==> config.mk <==
export PLATFORM = sky130hd
export DESIGN_NAME = vietnamese_mark_composer
export DESIGN_NICKNAME = d
export VERILOG_FILES = /design/src/sv/vmc_pkg.sv /design/src/sv/vmc_step.sv /design/src/sv/vmc_out_fifo.sv /design/src/sv/vietnamese_mark_composer.sv
export SDC_FILE = /design/constraint.sdc
export NUM_CORES = 1
export LEC_CHECK = 0
export ABC_AREA = 1
export BUFFER_PORTS_ARGS = -buffer_cell sky130_fd_sc_hd__buf_2
export CAP_MARGIN = 20
export CORE_MARGIN = 2
export CORE_UTILIZATION = 60
export CTS_CLUSTER_SIZE = 16
export DETAILED_ROUTE_END_ITERATION = 8
export GPL_TIMING_DRIVEN = 1
export PLACE_DENSITY_LB_ADDON = 0.3
export SLEW_MARGIN = 20
export SYNTH_ARGS = -nofsm -noshare
export SYNTH_HDL_FRONTEND = slang
export SYNTH_SLANG_ARGS = --single-unit
==> constraint.sdc <==
create_clock -name clk -period 5.22 [get_ports clk]
set_clock_uncertainty 0.1 [all_clocks]
set_input_delay 1.044 -clock clk [delete_from_list [all_inputs] [get_ports clk]]
set_output_delay 1.044 -clock clk [all_outputs]
set_load 0.005 [all_outputs]
==> src/sv/vmc_pkg.sv <==
// ----------------------------------------------------------------------------
// vmc_pkg: shared types, constants and the composition table
// Holds the word layout of the result path and the fixed (base, mark)
// to precomposed-letter table used by the mark composer.
// ----------------------------------------------------------------------------
`default_nettype none

package vmc_pkg;

  localparam int CP_W       = 21;
  localparam int TDATA_W    = 24;
  localparam int FIFO_DEPTH = 4;
  localparam int PTR_W      = $clog2(FIFO_DEPTH);
  localparam int CNT_W      = $clog2(FIFO_DEPTH + 1);

  // Combining marks
  localparam logic [CP_W-1:0] MARK_GRAVE      = 21'h000300;
  localparam logic [CP_W-1:0] MARK_ACUTE      = 21'h000301;
  localparam logic [CP_W-1:0] MARK_CIRCUMFLEX = 21'h000302;
  localparam logic [CP_W-1:0] MARK_TILDE      = 21'h000303;
  localparam logic [CP_W-1:0] MARK_BREVE      = 21'h000306;
  localparam logic [CP_W-1:0] MARK_HOOK       = 21'h000309;
  localparam logic [CP_W-1:0] MARK_HORN       = 21'h00031B;
  localparam logic [CP_W-1:0] MARK_DOT_BELOW  = 21'h000323;

  typedef struct packed {
    logic            last;
    logic [CP_W-1:0] point;
  } res_word_t;

  // Up to two result words written per step, word a first
  typedef struct packed {
    logic [1:0] cnt;
    res_word_t  a;
    res_word_t  b;
  } push_t;

  function automatic logic is_mark(input logic [CP_W-1:0] cp);
    return (cp == MARK_GRAVE)  || (cp == MARK_ACUTE) || (cp == MARK_CIRCUMFLEX) ||
           (cp == MARK_TILDE)  || (cp == MARK_BREVE) || (cp == MARK_HOOK) ||
           (cp == MARK_HORN)   || (cp == MARK_DOT_BELOW);
  endfunction

  // Look up {base, mark}; returns {hit, precomposed letter}
  function automatic logic [16:0] compose_lookup(input logic [31:0] key);
    logic [16:0] r;
    r = 17'd0;
    unique case (key)
      32'h00410300: r = {1'b1, 16'h00C0};  32'h00410301: r = {1'b1, 16'h00C1};
      32'h00410302: r = {1'b1, 16'h00C2};  32'h00410303: r = {1'b1, 16'h00C3};
      32'h00410306: r = {1'b1, 16'h0102};  32'h00410309: r = {1'b1, 16'h1EA2};
      32'h00410323: r = {1'b1, 16'h1EA0};
      32'h00450300: r = {1'b1, 16'h00C8};  32'h00450301: r = {1'b1, 16'h00C9};
      32'h00450302: r = {1'b1, 16'h00CA};  32'h00450303: r = {1'b1, 16'h1EBC};
      32'h00450309: r = {1'b1, 16'h1EBA};  32'h00450323: r = {1'b1, 16'h1EB8};
      32'h00490300: r = {1'b1, 16'h00CC};  32'h00490301: r = {1'b1, 16'h00CD};
      32'h00490303: r = {1'b1, 16'h0128};  32'h00490309: r = {1'b1, 16'h1EC8};
      32'h00490323: r = {1'b1, 16'h1ECA};
      32'h004F0300: r = {1'b1, 16'h00D2};  32'h004F0301: r = {1'b1, 16'h00D3};
      32'h004F0302: r = {1'b1, 16'h00D4};  32'h004F0303: r = {1'b1, 16'h00D5};
      32'h004F0309: r = {1'b1, 16'h1ECE};  32'h004F031B: r = {1'b1, 16'h01A0};
      32'h004F0323: r = {1'b1, 16'h1ECC};
      32'h00550300: r = {1'b1, 16'h00D9};  32'h00550301: r = {1'b1, 16'h00DA};
      32'h00550303: r = {1'b1, 16'h0168};  32'h00550309: r = {1'b1, 16'h1EE6};
      32'h0055031B: r = {1'b1, 16'h01AF};  32'h00550323: r = {1'b1, 16'h1EE4};
      32'h00590300: r = {1'b1, 16'h1EF2};  32'h00590301: r = {1'b1, 16'h00DD};
      32'h00590303: r = {1'b1, 16'h1EF8};  32'h00590309: r = {1'b1, 16'h1EF6};
      32'h00590323: r = {1'b1, 16'h1EF4};
      32'h00610300: r = {1'b1, 16'h00E0};  32'h00610301: r = {1'b1, 16'h00E1};
      32'h00610302: r = {1'b1, 16'h00E2};  32'h00610303: r = {1'b1, 16'h00E3};
      32'h00610306: r = {1'b1, 16'h0103};  32'h00610309: r = {1'b1, 16'h1EA3};
      32'h00610323: r = {1'b1, 16'h1EA1};
      32'h00650300: r = {1'b1, 16'h00E8};  32'h00650301: r = {1'b1, 16'h00E9};
      32'h00650302: r = {1'b1, 16'h00EA};  32'h00650303: r = {1'b1, 16'h1EBD};
      32'h00650309: r = {1'b1, 16'h1EBB};  32'h00650323: r = {1'b1, 16'h1EB9};
      32'h00690300: r = {1'b1, 16'h00EC};  32'h00690301: r = {1'b1, 16'h00ED};
      32'h00690303: r = {1'b1, 16'h0129};  32'h00690309: r = {1'b1, 16'h1EC9};
      32'h00690323: r = {1'b1, 16'h1ECB};
      32'h006F0300: r = {1'b1, 16'h00F2};  32'h006F0301: r = {1'b1, 16'h00F3};
      32'h006F0302: r = {1'b1, 16'h00F4};  32'h006F0303: r = {1'b1, 16'h00F5};
      32'h006F0309: r = {1'b1, 16'h1ECF};  32'h006F031B: r = {1'b1, 16'h01A1};
      32'h006F0323: r = {1'b1, 16'h1ECD};
      32'h00750300: r = {1'b1, 16'h00F9};  32'h00750301: r = {1'b1, 16'h00FA};
      32'h00750303: r = {1'b1, 16'h0169};  32'h00750309: r = {1'b1, 16'h1EE7};
      32'h0075031B: r = {1'b1, 16'h01B0};  32'h00750323: r = {1'b1, 16'h1EE5};
      32'h00790300: r = {1'b1, 16'h1EF3};  32'h00790301: r = {1'b1, 16'h00FD};
      32'h00790303: r = {1'b1, 16'h1EF9};  32'h00790309: r = {1'b1, 16'h1EF7};
      32'h00790323: r = {1'b1, 16'h1EF5};
      32'h00C20300: r = {1'b1, 16'h1EA6};  32'h00C20301: r = {1'b1, 16'h1EA4};
      32'h00C20303: r = {1'b1, 16'h1EAA};  32'h00C20309: r = {1'b1, 16'h1EA8};
      32'h00C20323: r = {1'b1, 16'h1EAC};
      32'h00CA0300: r = {1'b1, 16'h1EC0};  32'h00CA0301: r = {1'b1, 16'h1EBE};
      32'h00CA0303: r = {1'b1, 16'h1EC4};  32'h00CA0309: r = {1'b1, 16'h1EC2};
      32'h00CA0323: r = {1'b1, 16'h1EC6};
      32'h00D40300: r = {1'b1, 16'h1ED2};  32'h00D40301: r = {1'b1, 16'h1ED0};
      32'h00D40303: r = {1'b1, 16'h1ED6};  32'h00D40309: r = {1'b1, 16'h1ED4};
      32'h00D40323: r = {1'b1, 16'h1ED8};
      32'h00E20300: r = {1'b1, 16'h1EA7};  32'h00E20301: r = {1'b1, 16'h1EA5};
      32'h00E20303: r = {1'b1, 16'h1EAB};  32'h00E20309: r = {1'b1, 16'h1EA9};
      32'h00E20323: r = {1'b1, 16'h1EAD};
      32'h00EA0300: r = {1'b1, 16'h1EC1};  32'h00EA0301: r = {1'b1, 16'h1EBF};
      32'h00EA0303: r = {1'b1, 16'h1EC5};  32'h00EA0309: r = {1'b1, 16'h1EC3};
      32'h00EA0323: r = {1'b1, 16'h1EC7};
      32'h00F40300: r = {1'b1, 16'h1ED3};  32'h00F40301: r = {1'b1, 16'h1ED1};
      32'h00F40303: r = {1'b1, 16'h1ED7};  32'h00F40309: r = {1'b1, 16'h1ED5};
      32'h00F40323: r = {1'b1, 16'h1ED9};
      32'h01020300: r = {1'b1, 16'h1EB0};  32'h01020301: r = {1'b1, 16'h1EAE};
      32'h01020303: r = {1'b1, 16'h1EB4};  32'h01020309: r = {1'b1, 16'h1EB2};
      32'h01020323: r = {1'b1, 16'h1EB6};
      32'h01030300: r = {1'b1, 16'h1EB1};  32'h01030301: r = {1'b1, 16'h1EAF};
      32'h01030303: r = {1'b1, 16'h1EB5};  32'h01030309: r = {1'b1, 16'h1EB3};
      32'h01030323: r = {1'b1, 16'h1EB7};
      32'h01A00300: r = {1'b1, 16'h1EDC};  32'h01A00301: r = {1'b1, 16'h1EDA};
      32'h01A00303: r = {1'b1, 16'h1EE0};  32'h01A00309: r = {1'b1, 16'h1EDE};
      32'h01A00323: r = {1'b1, 16'h1EE2};
      32'h01A10300: r = {1'b1, 16'h1EDD};  32'h01A10301: r = {1'b1, 16'h1EDB};
      32'h01A10303: r = {1'b1, 16'h1EE1};  32'h01A10309: r = {1'b1, 16'h1EDF};
      32'h01A10323: r = {1'b1, 16'h1EE3};
      32'h01AF0300: r = {1'b1, 16'h1EEA};  32'h01AF0301: r = {1'b1, 16'h1EE8};
      32'h01AF0303: r = {1'b1, 16'h1EEE};  32'h01AF0309: r = {1'b1, 16'h1EEC};
      32'h01AF0323: r = {1'b1, 16'h1EF0};
      32'h01B00300: r = {1'b1, 16'h1EEB};  32'h01B00301: r = {1'b1, 16'h1EE9};
      32'h01B00303: r = {1'b1, 16'h1EEF};  32'h01B00309: r = {1'b1, 16'h1EED};
      32'h01B00323: r = {1'b1, 16'h1EF1};
      32'h1EA00302: r = {1'b1, 16'h1EAC};  32'h1EA00306: r = {1'b1, 16'h1EB6};
      32'h1EA10302: r = {1'b1, 16'h1EAD};  32'h1EA10306: r = {1'b1, 16'h1EB7};
      32'h1EB80302: r = {1'b1, 16'h1EC6};  32'h1EB90302: r = {1'b1, 16'h1EC7};
      32'h1ECC0302: r = {1'b1, 16'h1ED8};  32'h1ECD0302: r = {1'b1, 16'h1ED9};
      default:      r = 17'd0;
    endcase
    return r;
  endfunction

endpackage

`default_nettype wire

==> src/sv/vmc_step.sv <==
// ----------------------------------------------------------------------------
// vmc_step: input register, held base and composition step
// Registers one accepted codepoint, then in one pass composes it with the
// held base and writes zero, one or two result words to the output queue.
// ----------------------------------------------------------------------------
`default_nettype none

module vmc_step (
  input  wire logic                      clk,
  input  wire logic                      rst_n,
  input  wire logic                      in_valid,
  output logic                           in_ready,
  input  wire logic [vmc_pkg::CP_W-1:0]  in_cp,
  input  wire logic                      in_last,
  input  wire logic                      space_ok,
  output vmc_pkg::push_t                 push
);

  logic                     stage_v_r, stage_v_nxt;
  logic [vmc_pkg::CP_W-1:0] stage_cp_r;
  logic                     stage_last_r;
  logic [vmc_pkg::CP_W-1:0] held_r, held_nxt;
  logic                     base_v_r, base_v_nxt;
  logic                     go;
  logic [16:0]              look;
  logic                     hit;
  logic [vmc_pkg::CP_W-1:0] nb;
  vmc_pkg::push_t           p;

  // Step fires when the queue can take two words
  assign go       = stage_v_r && space_ok;
  assign in_ready = !stage_v_r || go;

  assign look = vmc_pkg::compose_lookup({held_r[15:0], stage_cp_r[15:0]});
  assign hit  = base_v_r && (held_r[20:16] == 5'd0) && vmc_pkg::is_mark(stage_cp_r) &&
                look[16];

  // Compose, emit the displaced base, flush on end of text
  always_comb begin
    p          = '0;
    nb         = stage_cp_r;
    held_nxt   = held_r;
    base_v_nxt = base_v_r;
    if (!base_v_r) begin
      nb = stage_cp_r;
    end else if (hit) begin
      nb = {5'd0, look[15:0]};
    end else begin
      p.a.point = held_r;
      p.a.last  = 1'b0;
      p.cnt     = 2'd1;
      nb        = stage_cp_r;
    end
    if (stage_last_r) begin
      if (p.cnt == 2'd0) begin
        p.a.point = nb;
        p.a.last  = 1'b1;
      end else begin
        p.b.point = nb;
        p.b.last  = 1'b1;
      end
      p.cnt      = p.cnt + 2'd1;
      held_nxt   = '0;
      base_v_nxt = 1'b0;
    end else begin
      held_nxt   = nb;
      base_v_nxt = 1'b1;
    end
    if (!go) begin
      p.cnt      = 2'd0;
      held_nxt   = held_r;
      base_v_nxt = base_v_r;
    end
  end

  assign push = p;

  always_comb begin
    if (in_valid && in_ready) begin
      stage_v_nxt = 1'b1;
    end else if (go) begin
      stage_v_nxt = 1'b0;
    end else begin
      stage_v_nxt = stage_v_r;
    end
  end

  // Hold state and the input register
  always_ff @(posedge clk) begin
    if (!rst_n) begin
      stage_v_r <= 1'b0;
      held_r    <= '0;
      base_v_r  <= 1'b0;
    end else begin
      stage_v_r <= stage_v_nxt;
      held_r    <= held_nxt;
      base_v_r  <= base_v_nxt;
    end
  end

  always_ff @(posedge clk) begin
    if (in_valid && in_ready) begin
      stage_cp_r   <= in_cp;
      stage_last_r <= in_last;
    end
  end

endmodule

`default_nettype wire

==> src/sv/vmc_out_fifo.sv <==
// ----------------------------------------------------------------------------
// vmc_out_fifo: result queue
// Takes up to two result words per cycle and presents one word per cycle
// to the output channel while out_ready is high.
// ----------------------------------------------------------------------------
`default_nettype none

module vmc_out_fifo (
  input  wire logic                 clk,
  input  wire logic                 rst_n,
  input  wire vmc_pkg::push_t       push,
  output logic                      space_ok,
  output logic                      out_valid,
  input  wire logic                 out_ready,
  output vmc_pkg::res_word_t        out_word
);

  vmc_pkg::res_word_t              mem_r [vmc_pkg::FIFO_DEPTH];
  logic [vmc_pkg::PTR_W-1:0]       wr_ptr_r, wr_ptr_nxt;
  logic [vmc_pkg::PTR_W-1:0]       rd_ptr_r, rd_ptr_nxt;
  logic [vmc_pkg::CNT_W-1:0]       cnt_r, cnt_nxt;
  logic                            pop;
  logic [vmc_pkg::PTR_W-1:0]       wr_ptr_b;

  assign out_valid = (cnt_r != '0);
  assign out_word  = mem_r[rd_ptr_r];
  assign pop       = out_valid && out_ready;
  assign space_ok  = (cnt_r <= vmc_pkg::CNT_W'(vmc_pkg::FIFO_DEPTH - 2));
  assign wr_ptr_b  = wr_ptr_r + 1'b1;

  // Advance pointers and fill count
  always_comb begin
    wr_ptr_nxt = wr_ptr_r + vmc_pkg::PTR_W'(push.cnt);
    rd_ptr_nxt = rd_ptr_r + vmc_pkg::PTR_W'(pop);
    cnt_nxt    = cnt_r + vmc_pkg::CNT_W'(push.cnt) - vmc_pkg::CNT_W'(pop);
  end

  always_ff @(posedge clk) begin
    if (!rst_n) begin
      wr_ptr_r <= '0;
      rd_ptr_r <= '0;
      cnt_r    <= '0;
    end else begin
      wr_ptr_r <= wr_ptr_nxt;
      rd_ptr_r <= rd_ptr_nxt;
      cnt_r    <= cnt_nxt;
    end
  end

  // Write the words in order
  always_ff @(posedge clk) begin
    if (push.cnt != 2'd0) begin
      mem_r[wr_ptr_r] <= push.a;
    end
    if (push.cnt == 2'd2) begin
      mem_r[wr_ptr_b] <= push.b;
    end
  end

endmodule

`default_nettype wire

==> src/sv/vietnamese_mark_composer.sv <==
// ----------------------------------------------------------------------------
// vietnamese_mark_composer: top level
// Recomposes base letters and Vietnamese combining marks into precomposed
// codepoints over a codepoint stream.
//
//   channel  | direction | word contents
//   ---------+-----------+-------------------------------------------
//   in_      | slave     | tdata: code_point; tlast: end_of_text
//   out_     | master     | tdata: out_point; tlast: out_last
//
// One codepoint is accepted per cycle unless the result queue backs up; each
// result passes the input register, then the result queue.
// The composition table match is one combinational pass. An end-of-text
// word that also pushes out a base yields two results; the four-word
// result queue then drains one word per cycle while out_tready is high.
// Output stalls back up to in_tready once fewer than two queue slots are
// free. Reset is synchronous and clears the held base and the queue.
// ----------------------------------------------------------------------------
`default_nettype none

module vietnamese_mark_composer (
  input  wire logic                         clk,
  input  wire logic                         rst_n,
  input  wire logic                         in_tvalid,
  output logic                              in_tready,
  input  wire logic [vmc_pkg::TDATA_W-1:0]  in_tdata,   // [20:0] code_point
  input  wire logic                         in_tlast,
  output logic                              out_tvalid,
  input  wire logic                         out_tready,
  output logic [vmc_pkg::TDATA_W-1:0]       out_tdata,  // [20:0] out_point
  output logic                              out_tlast
);

  vmc_pkg::push_t     push;
  vmc_pkg::res_word_t word;
  logic               space_ok;

  vmc_step u_step (
    .clk      (clk),
    .rst_n    (rst_n),
    .in_valid (in_tvalid),
    .in_ready (in_tready),
    .in_cp    (in_tdata[vmc_pkg::CP_W-1:0]),
    .in_last  (in_tlast),
    .space_ok (space_ok),
    .push     (push)
  );

  vmc_out_fifo u_fifo (
    .clk       (clk),
    .rst_n     (rst_n),
    .push      (push),
    .space_ok  (space_ok),
    .out_valid (out_tvalid),
    .out_ready (out_tready),
    .out_word  (word)
  );

  // Pad the codepoint to whole bytes
  assign out_tdata = {{(vmc_pkg::TDATA_W - vmc_pkg::CP_W){1'b0}}, word.point};
  assign out_tlast = word.last;

endmodule

`default_nettype wire
==> results.md, run 1 <==
- Routed via count: 10160
- Leak: 5.139 nW
- CTS tree: done
- Vias in the first global route: 9022
- DR DRC count: 0
- Die Y: 132.1 um
- H-tree depth: 4
- Crit Path Max Fanout: 13
- Worst slew pin tran: 1.010 ns
- Avg WL per Cell: 18.42 um
- Area of the multi-input gates: 5192 sq um
- Global route total overflow: 0
- Top Ports: 56
- Total chip power: 0.003340 W
- Worst hold path endpoint: u_step.held_r[13]$_SDFFE_PN0P_
- Routed Antenna Nets: 0
- Gpl congestion: 1.025
- Fmax: 206.7 MHz
- Syn_area_per_cell: 6.784 sq um
- Maximum root-to-sink buffer count: 2
- Number of flops mapped to enable cells by yosys: 110
- Die span in x: 132.1 um
- Pwr per Cell Area: 309.6 nW/um^2
- Die area: 17450 sq um
- Fillers: 1368
- Number of vias per cell: 5.933
- Crit Path Category: flop to flop
- Starting density of the core: 0.6174
- Final WL: 31540 um
- Cells after synthesis: 1451
- Number of synthesized register bits: 140
- Clock sink total: 140
- Maxcap violations: 0
- DRT iter0 DRCs: 1327
- Diode count: 0
- Seq/Total Area, Yosys: 0.3966
- Core Footprint: 15940 sq um
- Critical Path End Type: flop
- Area Growth Syn to Fin: 9.584%
- Post-Syn Area: 9843 sq um
- Commonest non-fill, non-tap cell in the layout: nand2_1
- Row count: 46
- YS warnings: 0
- VDD IR-drop max: 0.0002742 V
- Antenna violations before repair: 0
- First-pass GRT wire length: 49220 um
- Commonest cells after routing, fill and taps aside: 501 x nand2_1, 229 x nor2_1, 157 x nand3_1
- Number of slew-limit violations in the final report: 0
- Number of detailed-route iterations in the first pass: 6
- Asr flop ratio synth: 0
- Clk pin slew, worst setup/hold paths: 0.07 ns
- Final #Nets: 1519
- Reg2reg setup slack: 0.38 ns
- Ys flop type: edfxtp_1
- Setup violators final: 0
- Clock Latency Late Sink: 0.43 ns
- CTS root buffer: clkbuf_16
- Layout cells sized above 1: 0.1283
- Reg-to-Reg End: u_fifo.cnt_r[2]$_SDFF_PN0_
- FF/Latch Area: 3904 sq um
- WHS Path Cells: 2
- CTS hold repair buffers: 0
- TritonCTS Buffers: 17
- Number of port buffers: 49
- Max_slew headroom: 0.3243
- Post CTS Setup Buffer Count: 0
- Startpoint Class: flop
- CP required: 5.42 ns
- RSZ-0062 raised after global routing: false
- Tcrit/Tclk final: 0.9270
- # resized after CTS: 0
- Worst min path class: flop to flop
- WP data arrival: 5.04 ns
- GRT Total Usage: 0.3612
- Status: finished, final reports clean
- Post-layout minimum cycle time: 4.839 ns
- Cell variety after synth: 42
- Setup TNS: 0 ns
- Worst Reg-to-Reg Cells: 27
- Largest net degree at the start of global routing: 85
- Worst r2r src: u_step.stage_cp_r[9]$_DFFE_PP_
- HPWL after DPL: 22980 um
- HP Start: u_step.held_r[13]$_SDFFE_PN0P_
- Fin. Hold Viols: 0
==> flip-flops by register name (all words and copies together) (netlist names) <==
name and flops:
u_fifo.wr_ptr_r 2, u_step.base_v_r 1, u_step.stage_v_r 1, u_step.stage_cp_r 21, u_step.stage_last_r 1, u_fifo.rd_ptr_r 2, u_fifo.cnt_r 3, u_fifo.mem_r 88
u_step.held_r 21
==> critical path: stages, from the launching register on <==
cell	delay, ns
edfxtp_1	0.47
nand2_1	0.15
inv_2	0.04
nand2_2	0.10
nor2_8	0.07
nand2_2	0.18
nand2_2	0.27
nand2_1	0.19
nand3_1	0.13
nor2_1	0.21
nand2_1	0.07
nor2_1	0.09
nand2_1	0.05
nor2_1	0.21
nand2_2	0.20
nand2_4	0.22
nand2_1	0.12
ha_1	0.40
nor2_1	0.17
inv_1	0.11
ha_1	0.29
inv_1	0.06
ha_1	0.14
inv_1	0.05
fa_1	0.37
xor2_1	0.16
inv_1	0.05
nor2_1	0.03
==> metal layers <==
layer / vias up / share of wire / global-route usage
li1: 4801 / - / -
met3: 96 / 0.11 / 0.06305
met4: 0 / 0.035 / 0.1401
met1: 4618 / 0.40 / 0.5042
met5: - / 0 / 0
met2: 643 / 0.45 / 0.5628
==> final cells by class <==
cell class,instances,share of cell area
clock buffer,18,0.03979
clock inverter,14,0.01404
inverter,113,0.03932
multi-input combinational,1141,0.4814
sequential,140,0.3619
tap,216,0.02506
timing repair buffer,70,0.03851
==> where the power goes <==
part           internal [W]  switching (W)
clock              0.000676       0.000505
combinational      0.000266       0.000550
sequential          0.00129      0.0000511
==> through the flow <==
stage          setup WS, ns  area [sq um]    util  hold slack (ns)  cells
4_1_cts              0.4645         10780  0.6761           0.3855   1712
3_3_place_gp         0.4978         10200  0.6397           0.3719   1680
3_5_place_dp         0.4760         10200  0.6397           0.3760   1680
6_report             0.3813         10790  0.6766           0.3877   1712
2_1_floorplan         1.367          9851       -           0.3583   1453
5_1_grt             0.05226         10790  0.6766           0.4201   1712
==> synth_stat cells (7+ instances only) <==
library cell / instances / area [sq um]
buf_2: 15 / 75.07
buf_6: 11 / 123.9
o22ai_1: 27 / 168.9
dfxtp_1: 30 / 600.6
nand2_1: 501 / 1881
nand3_1: 157 / 785.8
nand2_2: 24 / 150.1
a21oi_1: 44 / 220.2
nor2_2: 14 / 87.58
o21ai_1: 7 / 35.03
nor2_1: 229 / 859.6
inv_2: 28 / 105.1
o21ai_0: 65 / 325.3
edfxtp_1: 110 / 3303
nand4_1: 11 / 68.82
inv_1: 83 / 311.6
clkbuf_1: 28 / 105.1
nor3_1: 8 / 40.04
==> worst max path at each step <==
stage | cells past startpoint | endpoint | slack [ns] | start
final | 27 | u_fifo.cnt_r[2]$_SDFF_PN0_ | 0.38 | u_step.stage_cp_r[9]$_DFFE_PP_
after floorplan | 28 | u_fifo.cnt_r[2]$_SDFF_PN0_ | 1.37 | u_step.stage_cp_r[8]$_DFFE_PP_
after global placement | 27 | u_fifo.cnt_r[2]$_SDFF_PN0_ | 0.50 | u_step.stage_cp_r[9]$_DFFE_PP_
after global routing | 27 | u_fifo.cnt_r[2]$_SDFF_PN0_ | 0.05 | u_step.stage_cp_r[9]$_DFFE_PP_
after detailed placement | 27 | u_fifo.cnt_r[2]$_SDFF_PN0_ | 0.48 | u_step.stage_cp_r[9]$_DFFE_PP_
after CTS | 27 | u_fifo.cnt_r[2]$_SDFF_PN0_ | 0.46 | u_step.stage_cp_r[9]$_DFFE_PP_
==> logic make-up (layout without fill, tap and decap cells) <==
kind of cell | count (synthesis) | count (layout) | share of synthesized area
other | 1 | 3 | 0.0003810
AND/OR/NAND/NOR | 973 | 973 | 0.4262
XOR/XNOR | 4 | 4 | 0.003560
adder cells (fa/ha/maj) | 7 | 7 | 0.009660
flip-flops | 140 | 140 | 0.3966
AO/OA/AOI/OAI | 154 | 154 | 0.08580
buffers and inverters | 172 | 215 | 0.07779
No activity file was read; power rests on OpenSTA's default activity.
==> run 2: changes to the inputs <==
--- a/config.mk
+++ b/config.mk
@@ -13,7 +13,7 @@
 export CTS_CLUSTER_SIZE = 16
 export DETAILED_ROUTE_END_ITERATION = 8
 export GPL_TIMING_DRIVEN = 1
-export PLACE_DENSITY_LB_ADDON = 0.3
+export PLACE_DENSITY = 0.82
 export SLEW_MARGIN = 20
 export SYNTH_ARGS = -nofsm -noshare
 export SYNTH_HDL_FRONTEND = slang
==> run 2 against run 1 <==
  * Global-route usage is 0.18 points lower
  * Core utilization up 0.21 points
  * Sequential share of layout area is 0.11 points lower
  * Clock power hardly changed
  * Wire length shrank 1.4%
  * Critical path type unchanged
  * Critical endpoint unchanged
==> results.md, run 2 (synthesized netlist as in run 1, its figures left out) <==
- Commonest cells after routing, fill and taps aside: 501 x nand2_1, 229 x nor2_1, 157 x nand3_1 (unchanged)
- Leak: 5.173 nW (was 5.139 nW)
- CTS root buffer: clkbuf_16 (unchanged)
- Final #Nets: 1521 (was 1519)
- Setup TNS: 0 ns (unchanged)
- Layout cells sized above 1: 0.1302 (was 0.1283)
- Avg WL per Cell: 18.13 um (was 18.42 um)
- Routed via count: 10190 (was 10160)
- Final WL: 31080 um (was 31540 um)
- Non-filler cells, final: 1714 (was 1712)
- Critical Path End Type: flop (unchanged)
- Antenna violations before repair: 1 (was 0)
- Tcrit/Tclk final: 0.9266 (was 0.9270)
- Clock sink total: 140 (unchanged)
- Max_slew headroom: 0.2943 (was 0.3243)
- Number of detailed-route iterations in the first pass: 6 (unchanged)
- CP required: 5.42 ns (about the same)
- Global route total overflow: 0 (unchanged)
- Pre-CTS WS: 0.4945 ns (was 0.4760 ns)
- Clk pin slew, worst setup/hold paths: 0.06 ns (was 0.07 ns)
- TritonCTS Buffers: 17 (unchanged)
- First-pass GRT wire length: 49250 um (was 49220 um)
- Crit Path Category: flop to flop (unchanged)
- Setup violators final: 0 (unchanged)
- # resized after CTS: 0 (unchanged)
- Fillers: 1416 (was 1368)
- CTS hold repair buffers: 0 (unchanged)
- GRT Total Usage: 0.3593 (was 0.3612)
- Fin. Hold Viols: 0 (unchanged)
- Top Ports: 56 (unchanged)
- Fmax: 206.7 MHz (about the same)
- Die area: 17450 sq um (unchanged)
- Hold_ws: 0.3830 ns (was 0.3877 ns)
- Die Y: 132.1 um (unchanged)
- H-tree depth: 4 (unchanged)
- Maxcap violations: 0 (unchanged)
- Status: finished, final reports clean (unchanged)
- Largest Register: u_fifo.mem_r (unchanged)
- Area Growth Syn to Fin: 9.928% (was 9.584%)
- Vias in the first global route: 9097 (was 9022)
- RSZ-0062 raised after global routing: false (unchanged)
- Worst Reg-to-Reg Cells: 27 (unchanged)
- Post CTS Setup Buffer Count: 0 (unchanged)
- Routed Antenna Nets: 0 (unchanged)
- Final WS setup: 0.3830 ns (was 0.3813 ns)
- Core Footprint: 15940 sq um (unchanged)
- DR DRC count: 0 (unchanged)
- Placed insts: 1682 (was 1680)
- Die span in x: 132.1 um (unchanged)
- HPWL after DPL: 22460 um (was 22980 um)
- Commonest non-fill, non-tap cell in the layout: nand2_1 (unchanged)
- Final Util: 0.6787 (was 0.6766)
- VDD IR-drop max: 0.0002608 V (was 0.0002742 V)
- WHS Path Cells: 2 (unchanged)
- Post-layout minimum cycle time: 4.837 ns (was 4.839 ns)
- Worst min path class: flop to flop (unchanged)
- Diode count: 0 (unchanged)
- Max reg flops: 88 (unchanged)
- DRT iter0 DRCs: 1275 (was 1327)
- Maximum root-to-sink buffer count: 2 (unchanged)
- Clock Latency Late Sink: 0.42 ns (was 0.43 ns)
- Top flop regs: u_fifo.mem_r (88), u_step.held_r (21), u_step.stage_cp_r (21) (unchanged)
- Row count: 46 (unchanged)
- Number of port buffers: 49 (unchanged)
- Number of vias per cell: 5.943 (was 5.933)
- Worst slew pin tran: 1.055 ns (was 1.010 ns)
- WP data arrival: 5.04 ns (about the same)
- Number of slew-limit violations in the final report: 0 (unchanged)
- Largest net degree at the start of global routing: 85 (unchanged)
- Gpl congestion: 1.031 (was 1.025)
- Crit Path Max Fanout: 13 (unchanged)
- Startpoint Class: flop (unchanged)
- Pwr per Cell Area: 310.8 nW/um^2 (was 309.6 nW/um^2)
- CTS tree: done (unchanged)
- Starting density of the core: 0.6174 (unchanged)
==> run 2: changes by cell type in the layout (fill, tap and decap cells not counted), moves of 2 or more <==
cell / delta
clkbuf_8: +2
clkinv_2: +2
buf_4: +2
clkinvlp_4: -4
inv_8: -4
clkinv_4: +3
==> run 2: path summary, 6_finish.rpt <==
path / from / end / slack [ns]
worst max-delay path: u_step.stage_cp_r[9]$_DFFE_PP_ / u_fifo.cnt_r[2]$_SDFF_PN0_ / 0.38
worst min register to register: u_step.held_r[13]$_SDFFE_PN0P_ / u_step.held_r[13]$_SDFFE_PN0P_ / 0.38
worst min-delay path: u_step.held_r[13]$_SDFFE_PN0P_ / u_step.held_r[13]$_SDFFE_PN0P_ / 0.38
worst max register to register: u_step.stage_cp_r[9]$_DFFE_PP_ / u_fifo.cnt_r[2]$_SDFF_PN0_ / 0.38
==> run 2: final cells by class <==
class	instances	area [sq um]	area share
Inverter	113	424.2	0.03920
Tap cell	216	270.3	0.02498
Clock inverter	12	121.4	0.01122
Clock buffer	20	478.0	0.04417
Timing Repair Buffer	72	430.4	0.03978
Multi-Input combinational cell	1141	5192	0.4799
Sequential cell	140	3904	0.3608
==> run 2: metrics by stage <==
step	power (W)	cell area, sq um
after CTS	0.003357	10810
after global routing	0.003522	10820
after global placement	0.002128	10210
final	0.003363	10820
after floorplan	0.001892	9851
after detailed placement	0.002156	10210
==> run 2: where the power goes <==
part	total (W)	switching [W]	leakage, nW	internal, W
sequential	0.00134	0.0000505	1.27	0.00129
clock	0.00121	0.000485	0.299	0.000720
combinational	0.000816	0.000551	3.61	0.000265
total	0.00336	0.00109	5.17	0.00228
==> run 2: worst max-delay path, cell delays in order, from the launching register on <==
cell      delay [ns]
edfxtp_1        0.47
nand2_1         0.15
inv_2           0.04
nand2_2         0.10
nor2_8          0.07
nand2_4         0.16
nand2_2         0.25
nand2_1         0.19
nand3_1         0.17
nor2_1          0.17
nand2_1         0.06
nor2_1          0.09
nand2_1         0.05
nor2_1          0.23
nand2_2         0.22
nand2_4         0.22
nand2_1         0.12
ha_1            0.41
nor2_1          0.17
inv_1           0.12
ha_1            0.28
inv_1           0.06
ha_1            0.13
inv_1           0.05
fa_1            0.37
xor2_1          0.17
inv_1           0.05
nor2_1          0.03
==> run 2: layer usage <==
metal	routed length [um]	share of wire	global-route usage
met1	12280	0.40	0.5006
met2	13720	0.44	0.5472
met3	3858	0.12	0.08228
met4	1213	0.039	0.1383
met5	10	0.00032	0
==> run 3: changes to the inputs <==
--- a/config.mk
+++ b/config.mk
@@ -9,11 +9,11 @@
 export BUFFER_PORTS_ARGS = -buffer_cell sky130_fd_sc_hd__buf_2
 export CAP_MARGIN = 20
 export CORE_MARGIN = 2
-export CORE_UTILIZATION = 60
+export CORE_UTILIZATION = 55
 export CTS_CLUSTER_SIZE = 16
 export DETAILED_ROUTE_END_ITERATION = 8
 export GPL_TIMING_DRIVEN = 1
-export PLACE_DENSITY = 0.82
+export PLACE_DENSITY = 0.78
 export SLEW_MARGIN = 20
 export SYNTH_ARGS = -nofsm -noshare
 export SYNTH_HDL_FRONTEND = slang
==> run 3 against run 2 <==
  * Core utilization decreased by 5.6 points
  * Worst setup slack worse by 0.017 ns
  * Total power rose by 0.69%
  * Critical path depth down 2
  * First-iteration DRC count is 16% lower
  * Flip-flop and latch count unchanged
  * Die area increased by 8.8%
  * Critical endpoint unchanged
  * Largest cell class unchanged
==> results.md, run 3 (synthesized netlist as in run 1, its figures left out) <==
- Number of vias per cell: 5.840 (was 5.943)
- RSZ-0062 raised after global routing: false (unchanged)
- Maxcap violations: 0 (unchanged)
- # resized after CTS: 0 (unchanged)
- Slowest cell on the critical path: edfxtp_1 (unchanged)
- Top delay family on crit path: simple AND/OR/NAND/NOR gates (unchanged)
- Maximum root-to-sink buffer count: 2 (unchanged)
- Pre-CTS WS: 0.4959 ns (was 0.4945 ns)
- Number of slew-limit violations in the final report: 0 (unchanged)
- Crit Path Category: flop to flop (unchanged)
- DRT iter0 DRCs: 1076 (was 1275)
- Clock Power Share: 0.365 (was 0.358)
- Die area: 18980 sq um (was 17450 sq um)
- Global route total overflow: 0 (unchanged)
- Post CTS Setup Buffer Count: 0 (unchanged)
- Pwr per Cell Area: 312.5 nW/um^2 (was 310.8 nW/um^2)
- TritonCTS Buffers: 17 (unchanged)
- Antenna violations before repair: 0 (was 1)
- First-pass GRT wire length: 49450 um (was 49250 um)
- Top flop regs: u_fifo.mem_r (88), u_step.held_r (21), u_step.stage_cp_r (21) (unchanged)
- Max_slew headroom: 0.3169 (was 0.2943)
- Number of port buffers: 49 (unchanged)
- Final #Nets: 1521 (unchanged)
- Vias in the first global route: 9034 (was 9097)
- Area of the multi-input gates: 5192 sq um (unchanged)
- Post-layout minimum cycle time: 4.854 ns (was 4.837 ns)
- Crit Path Max Fanout: 13 (unchanged)
- Non-filler cells, final: 1723 (was 1714)
- Final WS setup: 0.3656 ns (was 0.3830 ns)
- Top Ports: 56 (unchanged)
- Placed insts: 1691 (was 1682)
- Clock sink total: 140 (unchanged)
- Status: finished, final reports clean (unchanged)
- Max reg flops: 88 (unchanged)
- Clk pin slew, worst setup/hold paths: 0.06 ns (about the same)
- Logic gate share of total power: 0.239 (was 0.243)
- Core Footprint: 17420 sq um (was 15940 sq um)
- Tcrit/Tclk final: 0.9300 (was 0.9266)
- Commonest cells after routing, fill and taps aside: 501 x nand2_1, 229 x nor2_1, 157 x nand3_1 (unchanged)
- Worst min path class: flop to flop (unchanged)
- P_sw: 0.001106 W (was 0.001087 W)
- Fillers: 1566 (was 1416)
- Startpoint Class: flop (unchanged)
- Clock Latency Late Sink: 0.43 ns (was 0.42 ns)
- Setup TNS: 0 ns (unchanged)
- Leak: 5.162 nW (was 5.173 nW)
- Int Power: 0.002281 W (was 0.002276 W)
- GRT Total Usage: 0.3478 (was 0.3593)
- CTS hold repair buffers: 0 (unchanged)
- Die span in x: 137.8 um (was 132.1 um)
- Worst slew pin tran: 1.021 ns (was 1.055 ns)
- Starting density of the core: 0.5652 (was 0.6174)
- CP max stage delay: 0.49 ns (was 0.47 ns)
- Cell area after layout: 10840 sq um (was 10820 sq um)
- H-tree depth: 4 (unchanged)
- Commonest non-fill, non-tap cell in the layout: nand2_1 (unchanged)
- CTS root buffer: clkbuf_16 (unchanged)
- Fin. Hold Viols: 0 (unchanged)
- Number of detailed-route iterations in the first pass: 7 (was 6)
- CTS tree: done (unchanged)
- Routed via count: 10060 (was 10190)
- WP data arrival: 5.06 ns (was 5.04 ns)
- Reg power frac: 0.396 (was 0.399)
- Avg WL per Cell: 18.58 um (was 18.13 um)
- Hold_ws: 0.3941 ns (was 0.3830 ns)
- Row count: 48 (was 46)
- HPWL after DPL: 23130 um (was 22460 um)
- Buf/Inv on CP: 5 (unchanged)
- Final WL: 32010 um (was 31080 um)
- Critical Path End Type: flop (unchanged)
- CP required: 5.43 ns (was 5.42 ns)
- Diode count: 0 (unchanged)
- Placed Area: 10220 sq um (was 10210 sq um)
- Area Growth Syn to Fin: 10.11% (was 9.928%)
- Largest Register: u_fifo.mem_r (unchanged)
- Fmax: 206.0 MHz (was 206.7 MHz)
- DR DRC count: 0 (unchanged)
- Gpl congestion: 1.055 (was 1.031)
- Die Y: 137.8 um (was 132.1 um)
- Layout cells sized above 1: 0.1295 (was 0.1302)
- Setup violators final: 0 (unchanged)
- FF/Latch Area: 3904 sq um (unchanged)
- Largest net degree at the start of global routing: 85 (unchanged)
- Routed Antenna Nets: 0 (unchanged)
- VDD IR-drop max: 0.0002985 V (was 0.0002608 V)
- Net Sw Frac: 0.3265 (was 0.3233)
==> run 3: changes by cell type in the layout (fill, tap and decap cells not counted), sizes merged <==
cell	before	now
bufinv	1	2
clkbuf	20	18
clkinv	7	3
clkinvlp	0	3
inv	117	119
==> run 3: worst min-delay path, stage by stage (launching register included) <==
cell and delay [ns]:
dfxtp_1 0.33, nand2_1 0.06, a21oi_1 0.06
==> run 3: layout make-up <==
type | instances | share of cell area
well taps | 225 | 0.02598
repair buffers | 72 | 0.03971
multi-input cells | 1141 | 0.4791
flip-flops and latches | 140 | 0.3602
inverters | 113 | 0.03914
clock buffers | 18 | 0.03960
clock inverters | 14 | 0.01628
==> run 3: final timing paths <==
kind / start / to / slack, ns / depth (start not counted)
worst min-delay path: u_step.held_r[19]$_SDFFE_PN0P_ / u_step.held_r[19]$_SDFFE_PN0P_ / 0.39 / 2
worst max register to register: u_step.stage_cp_r[8]$_DFFE_PP_ / u_fifo.cnt_r[2]$_SDFF_PN0_ / 0.37 / 25
worst max-delay path: u_step.stage_cp_r[8]$_DFFE_PP_ / u_fifo.cnt_r[2]$_SDFF_PN0_ / 0.37 / 25
worst min register to register: u_step.held_r[19]$_SDFFE_PN0P_ / u_step.held_r[19]$_SDFFE_PN0P_ / 0.39 / 2
==> run 3: through the flow <==
stage                     power [W]  utilization
final                      0.003387       0.6223
after global routing       0.003553       0.6223
after CTS                  0.003382       0.6218
after detailed placement   0.002151       0.5871
after global placement     0.002138       0.5871
after floorplan            0.001892            -
==> run 3: power by group through the flow <==
| stage | clock network [W] | registers (W) | logic [W] |
|---|---|---|---|
| 2_1_floorplan | 0 | 0.00135 | 0.000544 |
| 3_3_place_gp | 0 | 0.00136 | 0.000778 |
| 3_5_place_dp | 0 | 0.00136 | 0.000788 |
| 4_1_cts | 0.00124 | 0.00134 | 0.000800 |
| 5_1_grt | 0.00130 | 0.00135 | 0.000904 |
| 6_report | 0.00124 | 0.00134 | 0.000809 |
==> run 3: per-layer routing <==
metal	track usage	vias up	part of all wire	routed length, um
li1	-	4805	-	-
met1	0.4748	4588	0.41	13200
met2	0.5359	589	0.45	14490
met3	0.08499	80	0.10	3322
met4	0.1304	0	0.031	992
met5	0	-	0	0
